`config.mk`:
```
export PLATFORM = sky130hd
export DESIGN_NAME = der_public_key_field_extractor
export DESIGN_NICKNAME = d
export VERILOG_FILES = /design/src/dpkfe_pkg.sv /design/src/dpkfe_parser.sv /design/src/der_public_key_field_extractor.sv
export SDC_FILE = /design/constraint.sdc
export NUM_CORES = 1
export LEC_CHECK = 0
export ABC_AREA = 1
export ABC_CLOCK_PERIOD_IN_PS = 2500
export BUFFER_PORTS_ARGS = -buffer_cell sky130_fd_sc_hd__buf_4
export CAP_MARGIN = 20
export CORE_AREA = 3 3 117 119
export CTS_CLUSTER_DIAMETER = 120
export DETAILED_ROUTE_END_ITERATION = 10
export DIE_AREA = 0 0 120 122
export GPL_TIMING_DRIVEN = 0
export PLACE_DENSITY = 0.71
export SYNTH_ARGS = -nofsm -noshare
export SYNTH_HDL_FRONTEND = slang
export SYNTH_HIERARCHICAL = 1
export SYNTH_SLANG_ARGS = --single-unit
```
`constraint.sdc`:
```
create_clock -name clock -period 2.5 [get_ports clock]
set_input_delay 0.5 -clock clock [delete_from_list [all_inputs] [get_ports clock]]
set_output_delay 0.5 -clock clock [all_outputs]
set_load 0.02 [all_outputs]
```
`src/dpkfe_pkg.sv`:
```
package dpkfe_pkg;

   localparam int MAX_LENGTH_OCTETS_DEFAULT = 4;

   // configuration register indexes
   localparam logic [1:0] CSR_TAG_MASK  = 2'd0;
   localparam logic [1:0] CSR_OUTER_TAG = 2'd1;
   localparam logic [1:0] CSR_VALUE_TAG = 2'd2;

   localparam logic [7:0] TAG_MASK_RESET  = 8'hdf;
   localparam logic [7:0] OUTER_TAG_RESET = 8'h03;
   localparam logic [7:0] VALUE_TAG_RESET = 8'h02;

   // result status codes
   localparam logic [2:0] ST_BYTE    = 3'd0;
   localparam logic [2:0] ST_EMPTY   = 3'd1;
   localparam logic [2:0] ST_NOTAG   = 3'd2;
   localparam logic [2:0] ST_EARLY   = 3'd3;
   localparam logic [2:0] ST_TOOLONG = 3'd4;

   typedef struct packed {
      logic [7:0] tag_mask;
      logic [7:0] outer_tag;
      logic [7:0] value_tag;
   } cfg_type;

   typedef struct packed {
      logic req_fire;
      logic rsp_stall;
   } flow_type;

endpackage

```
`src/dpkfe_parser.sv`:
```
module dpkfe_parser #(
   parameter int MAX_LENGTH_OCTETS = dpkfe_pkg::MAX_LENGTH_OCTETS_DEFAULT
) (
   input  logic               clock,
   input  logic               reset,
   input  dpkfe_pkg::cfg_type cfg,
   input  dpkfe_pkg::flow_type flow,
   input  logic [7:0]         data_byte,
   input  logic               end_of_stream,
   output logic               rsp_valid,
   output logic [7:0]         rsp_byte_value,
   output logic               rsp_field_kind,
   output logic [2:0]         rsp_status,
   output logic               rsp_last_of_field
);

   localparam int OW = $clog2(MAX_LENGTH_OCTETS + 1);
   localparam logic [6:0] MAX_N = 7'(MAX_LENGTH_OCTETS);

   typedef enum logic [2:0] {
      PH_OUTER,
      PH_VALUE,
      PH_LEN,
      PH_LENX,
      PH_DATA
   } phase_type;

   phase_type   phase_ff, phase_in;
   logic [31:0] bytes_ff, bytes_in;
   logic [OW-1:0] oct_ff, oct_in;
   logic        field_ff, field_in;

   logic        rsp_valid_ff;
   logic [7:0]  byte_value_ff;
   logic        field_kind_ff;
   logic [2:0]  status_ff;
   logic        last_ff;

   logic        has_res;
   logic [7:0]  res_val;
   logic [2:0]  res_st;
   logic        res_last;
   logic        do_empty;
   logic        do_stop;
   logic [2:0]  stop_st;

   logic [7:0]  tag;
   logic [7:0]  want;
   logic [6:0]  n_oct;
   logic [31:0] shifted;
   logic [OW-1:0] oct_dec;
   logic        is_last;

   assign tag     = data_byte & cfg.tag_mask;
   assign want    = (phase_ff == PH_OUTER) ? cfg.outer_tag : cfg.value_tag;
   assign n_oct   = data_byte[6:0];
   assign shifted = {bytes_ff[23:0], data_byte};
   assign oct_dec = oct_ff - OW'(1);
   assign is_last = (bytes_ff <= 32'd1);

   always_comb begin
      phase_in = phase_ff;
      bytes_in = bytes_ff;
      oct_in   = oct_ff;
      field_in = field_ff;
      has_res  = 1'b0;
      res_val  = 8'd0;
      res_st   = dpkfe_pkg::ST_BYTE;
      res_last = 1'b0;
      do_empty = 1'b0;
      do_stop  = 1'b0;
      stop_st  = dpkfe_pkg::ST_EARLY;

      unique case (phase_ff) inside
         PH_OUTER, PH_VALUE: begin
            if (tag == want) begin
               if (end_of_stream) begin
                  do_stop = 1'b1;
               end else begin
                  phase_in = (phase_ff == PH_OUTER) ? PH_VALUE : PH_LEN;
               end
            end else if (end_of_stream) begin
               do_stop = 1'b1;
               stop_st = dpkfe_pkg::ST_NOTAG;
            end
         end
         PH_LEN: begin
            if (data_byte[7]) begin
               if (n_oct == 7'd0) begin
                  do_empty = 1'b1;
               end else if (n_oct > MAX_N) begin
                  do_stop = 1'b1;
                  stop_st = dpkfe_pkg::ST_TOOLONG;
               end else if (end_of_stream) begin
                  do_stop = 1'b1;
               end else begin
                  bytes_in = 32'd0;
                  oct_in   = OW'(n_oct);
                  phase_in = PH_LENX;
               end
            end else if (data_byte == 8'd0) begin
               do_empty = 1'b1;
            end else if (end_of_stream) begin
               do_stop = 1'b1;
            end else begin
               bytes_in = {24'd0, data_byte};
               phase_in = PH_DATA;
            end
         end
         PH_LENX: begin
            if (bytes_ff[31:24] != 8'd0) begin
               do_stop = 1'b1;
               stop_st = dpkfe_pkg::ST_TOOLONG;
            end else begin
               bytes_in = shifted;
               oct_in   = oct_dec;
               if (oct_dec != '0) begin
                  if (end_of_stream) begin
                     do_stop = 1'b1;
                  end
               end else if (shifted == 32'd0) begin
                  do_empty = 1'b1;
               end else if (end_of_stream) begin
                  do_stop = 1'b1;
               end else begin
                  phase_in = PH_DATA;
               end
            end
         end
         PH_DATA: begin
            if (end_of_stream && !(is_last && field_ff)) begin
               do_stop = 1'b1;
            end else begin
               has_res  = 1'b1;
               res_val  = data_byte;
               res_last = is_last;
               if (!is_last) begin
                  bytes_in = bytes_ff - 32'd1;
               end else if (!field_ff) begin
                  field_in = 1'b1;
                  bytes_in = 32'd0;
                  phase_in = PH_VALUE;
               end else begin
                  phase_in = PH_OUTER;
                  bytes_in = 32'd0;
                  oct_in   = '0;
                  field_in = 1'b0;
               end
            end
         end
         default: begin
            phase_in = PH_OUTER;
            bytes_in = 32'd0;
            oct_in   = '0;
            field_in = 1'b0;
         end
      endcase

      // an empty modulus moves on to the exponent unless the stream stops here; an empty exponent finishes the key
      if (do_empty) begin
         if (!field_ff && end_of_stream) begin
            do_stop = 1'b1;
         end else begin
            has_res = 1'b1;
            res_st  = dpkfe_pkg::ST_EMPTY;
            if (!field_ff) begin
               field_in = 1'b1;
               phase_in = PH_VALUE;
               bytes_in = 32'd0;
               oct_in   = '0;
            end else begin
               phase_in = PH_OUTER;
               bytes_in = 32'd0;
               oct_in   = '0;
               field_in = 1'b0;
            end
         end
      end

      if (do_stop) begin
         has_res  = 1'b1;
         res_val  = 8'd0;
         res_st   = stop_st;
         res_last = 1'b0;
         phase_in = PH_OUTER;
         bytes_in = 32'd0;
         oct_in   = '0;
         field_in = 1'b0;
      end
   end

   always_ff @(posedge clock) begin
      if (reset) begin
         phase_ff     <= PH_OUTER;
         bytes_ff     <= 32'd0;
         oct_ff       <= '0;
         field_ff     <= 1'b0;
         rsp_valid_ff <= 1'b0;
      end else begin
         if (flow.req_fire) begin
            phase_ff     <= phase_in;
            bytes_ff     <= bytes_in;
            oct_ff       <= oct_in;
            field_ff     <= field_in;
            rsp_valid_ff <= has_res;
            if (has_res) begin
               byte_value_ff <= res_val;
               field_kind_ff <= field_ff;
               status_ff     <= res_st;
               last_ff       <= res_last;
            end
         end else if (!flow.rsp_stall) begin
            rsp_valid_ff <= 1'b0;
         end
      end
   end

   assign rsp_valid         = rsp_valid_ff;
   assign rsp_byte_value    = byte_value_ff;
   assign rsp_field_kind    = field_kind_ff;
   assign rsp_status        = status_ff;
   assign rsp_last_of_field = last_ff;

endmodule

```
`src/der_public_key_field_extractor.sv`:
```
// result: an accepted request's result, if it has one, reaches the output register in the next cycle
// throughput: one request per cycle unless a stalled result holds the output register;
// tag compare, length update and byte counter all settle between state and output registers
// reset: synchronous active-high reset returns to the outer tag search and
// restores tag_mask 0xdf, outer_tag 0x03, value_tag 0x02
module der_public_key_field_extractor #(
   parameter int MAX_LENGTH_OCTETS = dpkfe_pkg::MAX_LENGTH_OCTETS_DEFAULT
) (
   input  logic       clock,
   input  logic       reset,
   input  logic       req_valid,
   output logic       req_stall,
   input  logic [7:0] req_data_byte,
   input  logic       req_end_of_stream,
   output logic       rsp_valid,
   input  logic       rsp_stall,
   output logic [7:0] rsp_byte_value,
   output logic       rsp_field_kind,
   output logic [2:0] rsp_status,
   output logic       rsp_last_of_field,
   input  logic       csr_valid,
   output logic       csr_ready,
   input  logic [1:0] csr_index,
   input  logic [7:0] csr_data
);

   dpkfe_pkg::cfg_type  cfg_ff;
   dpkfe_pkg::flow_type flow;

   assign csr_ready = 1'b1;

   always_ff @(posedge clock) begin
      if (reset) begin
         cfg_ff.tag_mask  <= dpkfe_pkg::TAG_MASK_RESET;
         cfg_ff.outer_tag <= dpkfe_pkg::OUTER_TAG_RESET;
         cfg_ff.value_tag <= dpkfe_pkg::VALUE_TAG_RESET;
      end else if (csr_valid && csr_ready) begin
         unique case (csr_index)
            dpkfe_pkg::CSR_TAG_MASK:  cfg_ff.tag_mask  <= csr_data;
            dpkfe_pkg::CSR_OUTER_TAG: cfg_ff.outer_tag <= csr_data;
            dpkfe_pkg::CSR_VALUE_TAG: cfg_ff.value_tag <= csr_data;
            default: ;
         endcase
      end
   end

   // hold requests only while a result sits in the output register and is stalled
   assign req_stall      = rsp_valid && rsp_stall;
   assign flow.req_fire  = req_valid && !req_stall;
   assign flow.rsp_stall = rsp_stall;

   dpkfe_parser #(
      .MAX_LENGTH_OCTETS(MAX_LENGTH_OCTETS)
   ) u_parser (
      .clock             (clock),
      .reset             (reset),
      .cfg               (cfg_ff),
      .flow              (flow),
      .data_byte         (req_data_byte),
      .end_of_stream     (req_end_of_stream),
      .rsp_valid         (rsp_valid),
      .rsp_byte_value    (rsp_byte_value),
      .rsp_field_kind    (rsp_field_kind),
      .rsp_status        (rsp_status),
      .rsp_last_of_field (rsp_last_of_field)
   );

endmodule

```
==> results.cfg <==
[floorplan]
ios = 40
die_height_um = 122
initial_util_pct = 41.6
die-width_um = 120
placeableCoreArea_um2 = 12700
fp.dieArea_um2 = 14600
placement_rows = 41

[place]
place_inst = 1068
dp_slack_ps = -339
place_congestion = 0.927
dp.final_hpwl_um = 11400
port_buffers = 38

[logic_synthesis]
avgSynthCellArea_um2 = 6.15
share_of_synthesized_cell_area_in_full_adder_half_adder_and_majority_cells_pct = 1.19
seq_area_frac_synth_pct = 31.7
synth_top_area_share_pct = 24.3
synth_warn = 6
synth.lib_cells_used.distinct = 36
synth_top_family_by_area = simple AND/OR/NAND/NOR gates
postSynth.topFlopCell = sky130_fd_sc_hd__dfxtp_1
post_synth_xor_area_fraction_pct = 2.33
postSynthNetCount = 887
yosys-mux-area-fraction_pct = 0
netlist_area_um2 = 5270
synth_enable_flop_cells = 13
netlist.top_cell.by_area = sky130_fd_sc_hd__dfxtp_1
synth_top_cells_by_area = sky130_fd_sc_hd__dfxtp_1 24%, sky130_fd_sc_hd__nand2_1 21%, sky130_fd_sc_hd__nor2_1 7.8%
synth.ff_latch_count = 77
async_reset_ff_share_pct = 0
synthesis.instances = 858
compound_cell_area_share_of_the_yosys_netlist_pct = 8.40
synth_simple_gate_area_share_pct = 45.1

[sta]
clock_skew_ps = 10.1
finalHoldViolCount = 0
finalSetupViolations = 0
part_of_the_cycle_the_worst_path_needs_pct = 96.6
fmaxAchievable_mhz = 414
rsz0062_at_grt = yes
max_slew.worst_pin.slew_ps = 675
period_minus_slack_ps = 2410
maxSlewViolCount = 0
setup_ws_ps = 85.2
worst_slew_margin_rel_pct = 55.0

[grt]
grt_pass1_vias = 5208
antenna_found_initial = 0
grt_pass1_wl_um = 25600
grt_util_all_layers_pct = 22.1
grt_max_degree = 15
overflow = 0

[finish]
nets_final = 953
area_delta_synth_final_pct = 22.9
final_layout_size_suffix_gt1_share_pct = 19.9
num_antenna_cells = 0
commonest_non_fill_non_tap_cell_in_the_layout = sky130_fd_sc_hd__nand2_1
count_of_non_filler_cells_in_the_finished_layout = 1101
mostFrequentLayoutCells = 288 x sky130_fd_sc_hd__nand2_1, 95 x sky130_fd_sc_hd__nor2_1, 90 x sky130_fd_sc_hd__inv_1, 79 x sky130_fd_sc_hd__nand3_1, 57 x sky130_fd_sc_hd__buf_4

[detailed_routing]
drt_iter0_drc = 443
detail_route.first_pass.iterations = 5
routed_wl_per_cell_um = 14.5
post_route_wl_um = 15900
dr_total_vias = 5619
drt-vias-per-instance = 5.10
drc_errors = 0
antenna_left = 0

[critical_path]
critPathCaptureType = register
worst-path-max-fanout = 13
cp_data_required_time_ps = 2570
type_of_the_setup_path_with_the_least_slack = reg2reg
endpoint_arrival_time_on_the_critical_path_ps = 2490
startpoint_kind_of_the_worst_setup_timing_path = register

[clocking]
cts.sink_count = 77
clock_tree.root_cell = sky130_fd_sc_hd__clkbuf_16
cts-hold-fix-buffers = 0
tritoncts_clock_tree = done
clkLatencyLatePin_ps = 360
clock_tree.buffer_depth = 2
cts-htree-levels = 3
cts_buffers = 9
clk_pin_slew_worst_paths_ps = 60

[pwr]
leakage_nw = 3.25
irDropWorstVdd_mv = 0.414
p_per_area_nw_per_um2 = 472

[worst_hold_path]
hold_path.class = in2reg

[flow_run]
maxCapViolCount = 0

[status]
result_of_the_run = completed
cells in the mapped netlist, types with 7 or more instances:
cell                       count
sky130_fd_sc_hd__nor2_1      109
sky130_fd_sc_hd__inv_2        11
sky130_fd_sc_hd__edfxtp_1     13
sky130_fd_sc_hd__o21ai_0      33
sky130_fd_sc_hd__buf_6         8
sky130_fd_sc_hd__nand2_2       8
sky130_fd_sc_hd__buf_2         7
sky130_fd_sc_hd__nand3b_1      7
sky130_fd_sc_hd__xor2_1       13
sky130_fd_sc_hd__a21oi_1       9
sky130_fd_sc_hd__nand4_1      12
sky130_fd_sc_hd__nand3_1      81
sky130_fd_sc_hd__dfxtp_1      64
sky130_fd_sc_hd__o21ai_1      11
sky130_fd_sc_hd__nor3_1       12
sky130_fd_sc_hd__inv_1        99
sky130_fd_sc_hd__nor2_2       10
sky130_fd_sc_hd__nand2_1     298
sky130_fd_sc_hd__a22oi_1      17
cells by family after synthesis:
family / count (synthesis)
compound gates: 77
xor+xnor: 14
fa+ha+maj: 5
buf+inv: 134
flops: 77
other cells: 1
simple gates: 550
power breakdown:
part	switching [W]	leakage (nW)	total, W	internal, W
combinational	0.000200	2.44	0.000322	0.000121
clock	0.000562	0.160	0.00144	0.000879
sequential	0.0000149	0.649	0.00130	0.00128
per-layer routing:
layer | wire [um] | global-route usage [%] | vias to the layer above | part of all wire, %
met5 | 0 | 0 | - | 0
li1 | - | - | 2850 | -
met1 | 7000 | 28.4 | 2521 | 44
met4 | 383 | 8.38 | 0 | 2.4
met3 | 1130 | 5.34 | 34 | 7.1
met2 | 7400 | 36.1 | 214 | 46
path summary, 6_finish.rpt:
check	from	endpoint	slack [ps]	depth (start not counted)
setup / recovery	u_parser/bytes_ff[0]$_SDFFE_PP0P_	u_parser/rsp_last_of_field$_SDFFCE_PP0P_	90	15
hold / removal	csr_data[5]	cfg_ff[13]$_SDFFE_PP0P_	390	3
setup reg to reg	u_parser/bytes_ff[0]$_SDFFE_PP0P_	u_parser/rsp_last_of_field$_SDFFCE_PP0P_	90	15
hold reg to reg	cfg_ff[16]$_SDFFE_PP1P_	cfg_ff[16]$_SDFFE_PP1P_	460	2
area by class of cell:
| type | instances | area, um^2 |
|---|---|---|
| clock inverters | 7 | 97.6 |
| inverters | 111 | 429 |
| fillers | 1279 | 6190 |
| repair buffers | 56 | 433 |
| clock buffers | 9 | 225 |
| plain buffers | 22 | 169 |
| flip-flops and latches | 77 | 1700 |
| well taps | 172 | 215 |
| multi-input cells | 647 | 3210 |
per-stage QoR:
stage                     area [um^2]  total power, W  util (%)  hold WS, ps  TNS (ps)
after CTS                        6240         0.00308      49.3          379         0
final                            6480         0.00306      51.1          386         0
after global routing             6480         0.00317      51.1          398      -346
after detailed placement         5780         0.00162      45.6          444     -8070
after floorplan                  5280         0.00150         -          429         0
after global placement           5780         0.00161      45.6          441     -6420
state kept, by name (all words and copies together), names as in the netlist:
| register | count |
|---|---|
| cfg_ff | 24 |
| u_parser/bytes_ff | 32 |
| u_parser/field_ff | 1 |
| u_parser/oct_ff | 3 |
| u_parser/phase_ff | 3 |
| u_parser/rsp_byte_value | 8 |
| u_parser/rsp_field_kind | 1 |
| u_parser/rsp_last_of_field | 1 |
| u_parser/rsp_status | 3 |
| u_parser/rsp_valid | 1 |
critical path, stage by stage (launching register included):
cell,delay (ps)
sky130_fd_sc_hd__dfxtp_4,370
sky130_fd_sc_hd__inv_1,50
sky130_fd_sc_hd__ha_2,190
sky130_fd_sc_hd__o21ai_2,180
sky130_fd_sc_hd__nor2_4,50
sky130_fd_sc_hd__nand2_2,80
sky130_fd_sc_hd__nor2_4,40
sky130_fd_sc_hd__ha_4,160
sky130_fd_sc_hd__nor2_4,190
sky130_fd_sc_hd__inv_4,90
sky130_fd_sc_hd__nor2_2,100
sky130_fd_sc_hd__inv_1,100
sky130_fd_sc_hd__nand3_4,150
sky130_fd_sc_hd__nor3_2,80
sky130_fd_sc_hd__nor2_4,140
sky130_fd_sc_hd__buf_12,150
timing repair:
| action | CTS | global route |
|---|---|---|
| gates cloned | 0 | 0 |
| buffers inserted | 6 | 12 |
| gates resized for setup | 26 | 59 |
| pin swaps | 8 | 16 |
| setup endpoints to repair | 46 | 53 |
Power figures use the tool's default switching activity.
